**config.mk**
```make
export PLATFORM = sky130hd
export DESIGN_NAME = rmsn_ctrl
export DESIGN_NICKNAME = d
export VERILOG_FILES = /design/src/hw/rtl/assert_macros.svh /design/src/hw/rtl/rmsn_pkg.sv /design/src/hw/rtl/rmsn_ctrl.sv
export SDC_FILE = /design/constraint.sdc
export NUM_CORES = 1
export LEC_CHECK = 0
export ABC_AREA = 1
export ABC_CLOCK_PERIOD_IN_PS = 1500
export BUFFER_PORTS_ARGS = -buffer_cell sky130_fd_sc_hd__buf_2
export CAP_MARGIN = 40
export CORE_MARGIN = 10
export CORE_UTILIZATION = 52
export DETAILED_ROUTE_END_ITERATION = 8
export PLACE_DENSITY = 0.87
export SYNTH_ARGS = -nofsm -noshare
export SYNTH_HDL_FRONTEND = slang
export SYNTH_SLANG_ARGS = --single-unit
```
**constraint.sdc**
```tcl
create_clock -name clk -period 1.5 [get_ports clk]
set_input_delay 0.225 -clock clk [delete_from_list [all_inputs] [get_ports clk]]
set_output_delay 0.225 -clock clk [all_outputs]
set_load 0.005 [all_outputs]
```
**src/hw/rtl/assert_macros.svh**
```systemverilog
// Assertion macros shared by the RTL.
`ifndef ASSERT_MACROS_SVH
`define ASSERT_MACROS_SVH

// Checks that a condition implies a consequence in the same cycle.
`define ASSERT_IMPLY(label, clk, rst_n, ante, cons) \
	label: assert property (@(posedge clk) disable iff (!rst_n) (ante) |-> (cons)) \
		else $error("assertion failed");

// Checks that a condition implies a consequence in the next cycle.
`define ASSERT_NEXT(label, clk, rst_n, ante, cons) \
	label: assert property (@(posedge clk) disable iff (!rst_n) (ante) |=> (cons)) \
		else $error("assertion failed");

`endif

```
**src/hw/rtl/rmsn_pkg.sv**
```systemverilog
`default_nettype none
package rmsn_pkg;
	localparam int unsigned MaxHidden = 4096;
	localparam int unsigned CountMax = 8191;
	localparam int unsigned Limit = (MaxHidden > CountMax) ? CountMax : MaxHidden;
	localparam int unsigned SumW = 43;
	localparam int unsigned CntW = 13;
	localparam int unsigned InvW = 32;
	localparam int unsigned EpsW = 30;
	localparam int unsigned EpsReset = 17;

	// Commands from the controller to the datapath.
	typedef struct packed {
		logic acc;       // accumulate the input word's square
		logic div_start; // load divider for mean square
		logic div_step;  // one divider step
		logic sqrt_start;
		logic sqrt_step;
		logic inv_start;
		logic inv_step;
		logic fin;       // store inverse rms, clear row state
		logic mul1;      // value times weight stage
		logic mul2;      // magnitude times inverse rms
		logic rnd;       // round and saturate into output register
	} rmsn_cmd_t;
endpackage
`default_nettype wire

```
**src/hw/rtl/rmsn_ctrl.sv**
```systemverilog
`default_nettype none
module rmsn_ctrl (
	input  wire logic          clk,
	input  wire logic          arst_n,
	input  wire logic          in_fire,
	input  wire logic          mode,
	input  wire logic          last,
	input  wire logic          out_free,
	output logic               busy,
	output logic               out_load,
	output rmsn_pkg::rmsn_cmd_t cmd
);
	import rmsn_pkg::*;

	typedef enum logic [3:0] {
		IDLE, DIV, SQRT0, SQRT, INV0, INV, FIN, MUL2, RND
	} state_t;

	state_t    state_q;
	logic [6:0] cnt_q;

	always_ff @(posedge clk or negedge arst_n) begin
		if (!arst_n) begin
			state_q <= IDLE;
			cnt_q <= '0;
		end else begin
			unique case (state_q)
				IDLE: if (in_fire) begin
					if (mode) state_q <= MUL2;
					else if (last) begin
						state_q <= DIV;
						cnt_q <= 7'd64;
					end
				end
				DIV: if (cnt_q == 7'd0) state_q <= SQRT0;
				else cnt_q <= cnt_q - 1'b1;
				SQRT0: begin
					state_q <= SQRT;
					cnt_q <= 7'd31;
				end
				SQRT: if (cnt_q == 7'd0) state_q <= INV0;
				else cnt_q <= cnt_q - 1'b1;
				INV0: begin
					state_q <= INV;
					cnt_q <= 7'd63;
				end
				INV: if (cnt_q == 7'd0) state_q <= FIN;
				else cnt_q <= cnt_q - 1'b1;
				FIN: state_q <= IDLE;
				MUL2: state_q <= RND;
				RND: if (out_free) state_q <= IDLE;
				default: state_q <= IDLE;
			endcase
		end
	end

	always_comb begin
		cmd = '0;
		cmd.acc = in_fire && !mode;
		cmd.mul1 = in_fire && mode;
		// The divider is loaded in the cycle after the last word, once its square is summed.
		cmd.div_start = (state_q == DIV) && (cnt_q == 7'd64);
		cmd.div_step = (state_q == DIV) && (cnt_q != 7'd64);
		cmd.sqrt_start = state_q == SQRT0;
		cmd.sqrt_step = state_q == SQRT;
		cmd.inv_start = state_q == INV0;
		cmd.inv_step = state_q == INV;
		cmd.fin = state_q == FIN;
		cmd.mul2 = state_q == MUL2;
		cmd.rnd = (state_q == RND) && out_free;
		out_load = cmd.rnd;
		busy = state_q != IDLE;
	end
endmodule
`default_nettype wire

```
==> results.yml <==
power:
  power_leakage_nw: 0.6883
  switching_share: 0.5391
  p_int_mw: 1.417
  power_density_nw_per_um2: 2565
  pwr-share-comb: 0.736
  p_seq_frac: 0.196
  p_switching_mw: 1.657
  total_power_mw: 3.074
  clkPwrFrac: 0.068
  vdd_ir_drop_max_v: 0.001773
floorplanning:
  die_y_um: 61.04
  dieArea_um2: 3726
  coreArea_um2: 1541
  io_pins: 19
  chipWidth_um: 61.04
  rows: 14
  start_util: 0.5682
timing:
  worstMarginPinSlew_ns: 0.3090
  rsz0062_at_grt: "true"
  max_slew_margin: 0.7933
  slew_viol_final: 0
  setup_viol: 8
  fin_worst_skew_ns: 0.01128
  period_share: 1.047
  fin_hold_ws_ns: 0.3402
  period_needed_ns: 1.571
  max_freq_ghz: 0.6367
  layout_setup_ws_ns: -0.07070
  finalHoldViolCount: 0
yosys:
  synthArstFlopShare: 1.000
  yosysWarnings: 0
  synth-edff-count: 0
  synthTopCellsByArea: "dfrtp_1, nand2_1, nand3_1"
  yosysTopAreaCell: "dfrtp_1"
  synth_area_per_cell_um2: 6.347
  syn_area_um2: 875.8
  ys_seq_elements: 11
  syn-instance-count: 138
  synth.distinct_cells: 23
  postSynthNetCount: 146
  ys_seq_area_frac: 0.3143
  synth_top_area_frac: 0.3143
  yosys_most_used_dff: "dfrtp_1"
clock_network:
  cts_root_buffer: "clkbuf_4"
  cts_tree: "built"
  cts_sinks: 11
  insertion_delay_ns: 0.28
  numCtsBuffers: 3
  clk_pin_slew_ns: 0.08
  clock_path_buffers: 2
  ctsHtreeMaxLevel: 1
finish:
  drive_gt1_frac: 0.3779
  final_nets: 181
  final_cell_area_um2: 1199
  final_util: 0.7776
  fillers: 114
  antenna_cells: 0
  area_growth_pct: 36.86
run_status:
  status: "finished, violations left"
  violations: "setup timing"
detailed_routing:
  vias: 1050
  dr.pass1.iters: 4
  drtIter0Drc: 65
  drtAntennaViolNets: 0
  drc: 0
  routed_wl_um: 2639
  routed_via_density: 5.585
  wl_per_cell_um: 14.04
critical_path:
  r2r-end: "cnt_q[4]"
  arrival_ns: 1.35
  reg2reg_depth: 8
  worstSetupEndpointType: "primary output"
  regToRegSetupSlack_ns: 0.02
  crit_path_start: "state_q[1]"
  cp_data_required_time_ns: 1.27
  r2r_start: "state_q[1]"
  critPathLaunchType: "register"
  cp_max_fo: 4
  path_class: "reg2out"
placed_design:
  place_area_um2: 1016
  place_hpwl_um: 1883
  gp_congestion: 0.8920
  numPortBuffers: 18
run:
  maxCapViolations: 0
grt:
  grtUsageTotal: 0.1270
  grt_first_pass_wirelength_um: 3732
  overflow: 0
  grt_pass1_vias: 901
  antenna_found_initial: 0
  grt_start_max_net_pins: 12
worst_hold_path:
  min_path_type: "in2async"
## timing repair
action	in CTS	in global routing
hold endpoints to repair	11	0
resized for setup	9	21
setup endpoints to repair	12	18
buffers inserted	1	6
pin swaps	1	4
hold buffers	1	0
## critical path: stages, from the launching register on
cell and delay [ns]:
dfrtp_1 0.44, nor2_2 0.21, nand2_1 0.16, inv_1 0.13
buf_2 0.12
## cells in the mapped netlist, types with 2 or more instances
library cell and count:
inv_1 16, dfrtp_1 11, o21ai_0 3, inv_2 2
nand2_1 48, nor2_1 20, nand3_1 16, nand2_4 2
a21oi_1 2, nand4_1 2, nand2_2 2, o21ai_1 2
ha_1 2
## worst max-delay path by stage
| stage | slack (ns) | endpoint | cells after the start |
|---|---|---|---|
| global placement | 0.08 | cnt_q[4] | 8 |
| floorplan | 0.18 | cnt_q[6] | 8 |
| global route | -0.10 | cmd[8] | 6 |
| detailed placement | 0.007 | cnt_q[5] | 8 |
| finish | -0.07 | cmd[4] | 4 |
| CTS | -0.05 | out_load | 4 |
## metrics by stage
stage	setup WS, ns	instances	setup TNS [ns]
after CTS	-0.05386	182	-0.1962
final	-0.07070	188	-0.2309
after floorplan	0.1795	138	0
after global routing	-0.1043	188	-1.356
after global placement	0.07750	176	0
after detailed placement	0.006876	176	0
## registers in the layout, indices dropped and copies added (netlist names)
name,flops
cnt_q,7
state_q,4
## final cells by class
class	instances	area, µm²	share of cell area
sequential	11	279.0	0.2328
timing repair buffer	31	193.9	0.1618
tap	16	20.02	0.01670
clock buffer	4	26.28	0.02192
inverter	18	67.56	0.05637
multi-input combinational	108	611.8	0.5104
## power by group through the flow
stage | logic, mW | clock network [mW] | registers (mW)
5_1_grt | 2.50 | 0.221 | 0.626
4_1_cts | 1.96 | 0.213 | 0.577
2_1_floorplan | 1.40 | 0 | 0.536
6_report | 2.26 | 0.209 | 0.604
3_5_place_dp | 1.88 | 0 | 0.567
3_3_place_gp | 1.82 | 0 | 0.564
## kinds of logic (layout without fill, tap and decap cells)
logic type	after synthesis	after routing	share of synthesized area
AND/OR/NAND/NOR	97	97	0.5129
flip-flops	11	11	0.3143
adder cells (fa/ha/maj)	2	2	0.02857
AO/OA/AOI/OAI	8	8	0.04857
buffers and inverters	19	53	0.08572
XOR/XNOR	1	1	0.01000
## routing by layer
layer / GRT usage / wire, µm / vias up
met4: 0.03762 / 48 / 0
met3: 0.02881 / 178 / 6
li1: - / - / 507
met1: 0.1570 / 1113 / 484
met2: 0.2133 / 1299 / 53
met5: 0 / 0 / -
## cells in the final DEF, fill, tap and decap left out, types with 2 or more instances in the layout
cell      count
o21ai_1       2
nand4_1       2
o21ai_0       2
nor2_4        4
buf_4        11
nand2_1      45
nand2_4       3
buf_2        18
clkbuf_4      3
nor2_1       11
dfrtp_1       8
nor2_2        7
nand2_2       4
inv_2         5
inv_1        13
a21oi_1       2
dfrtp_2       3
nand3_1      16
Note: power is estimated with default switching activity, not from simulation.
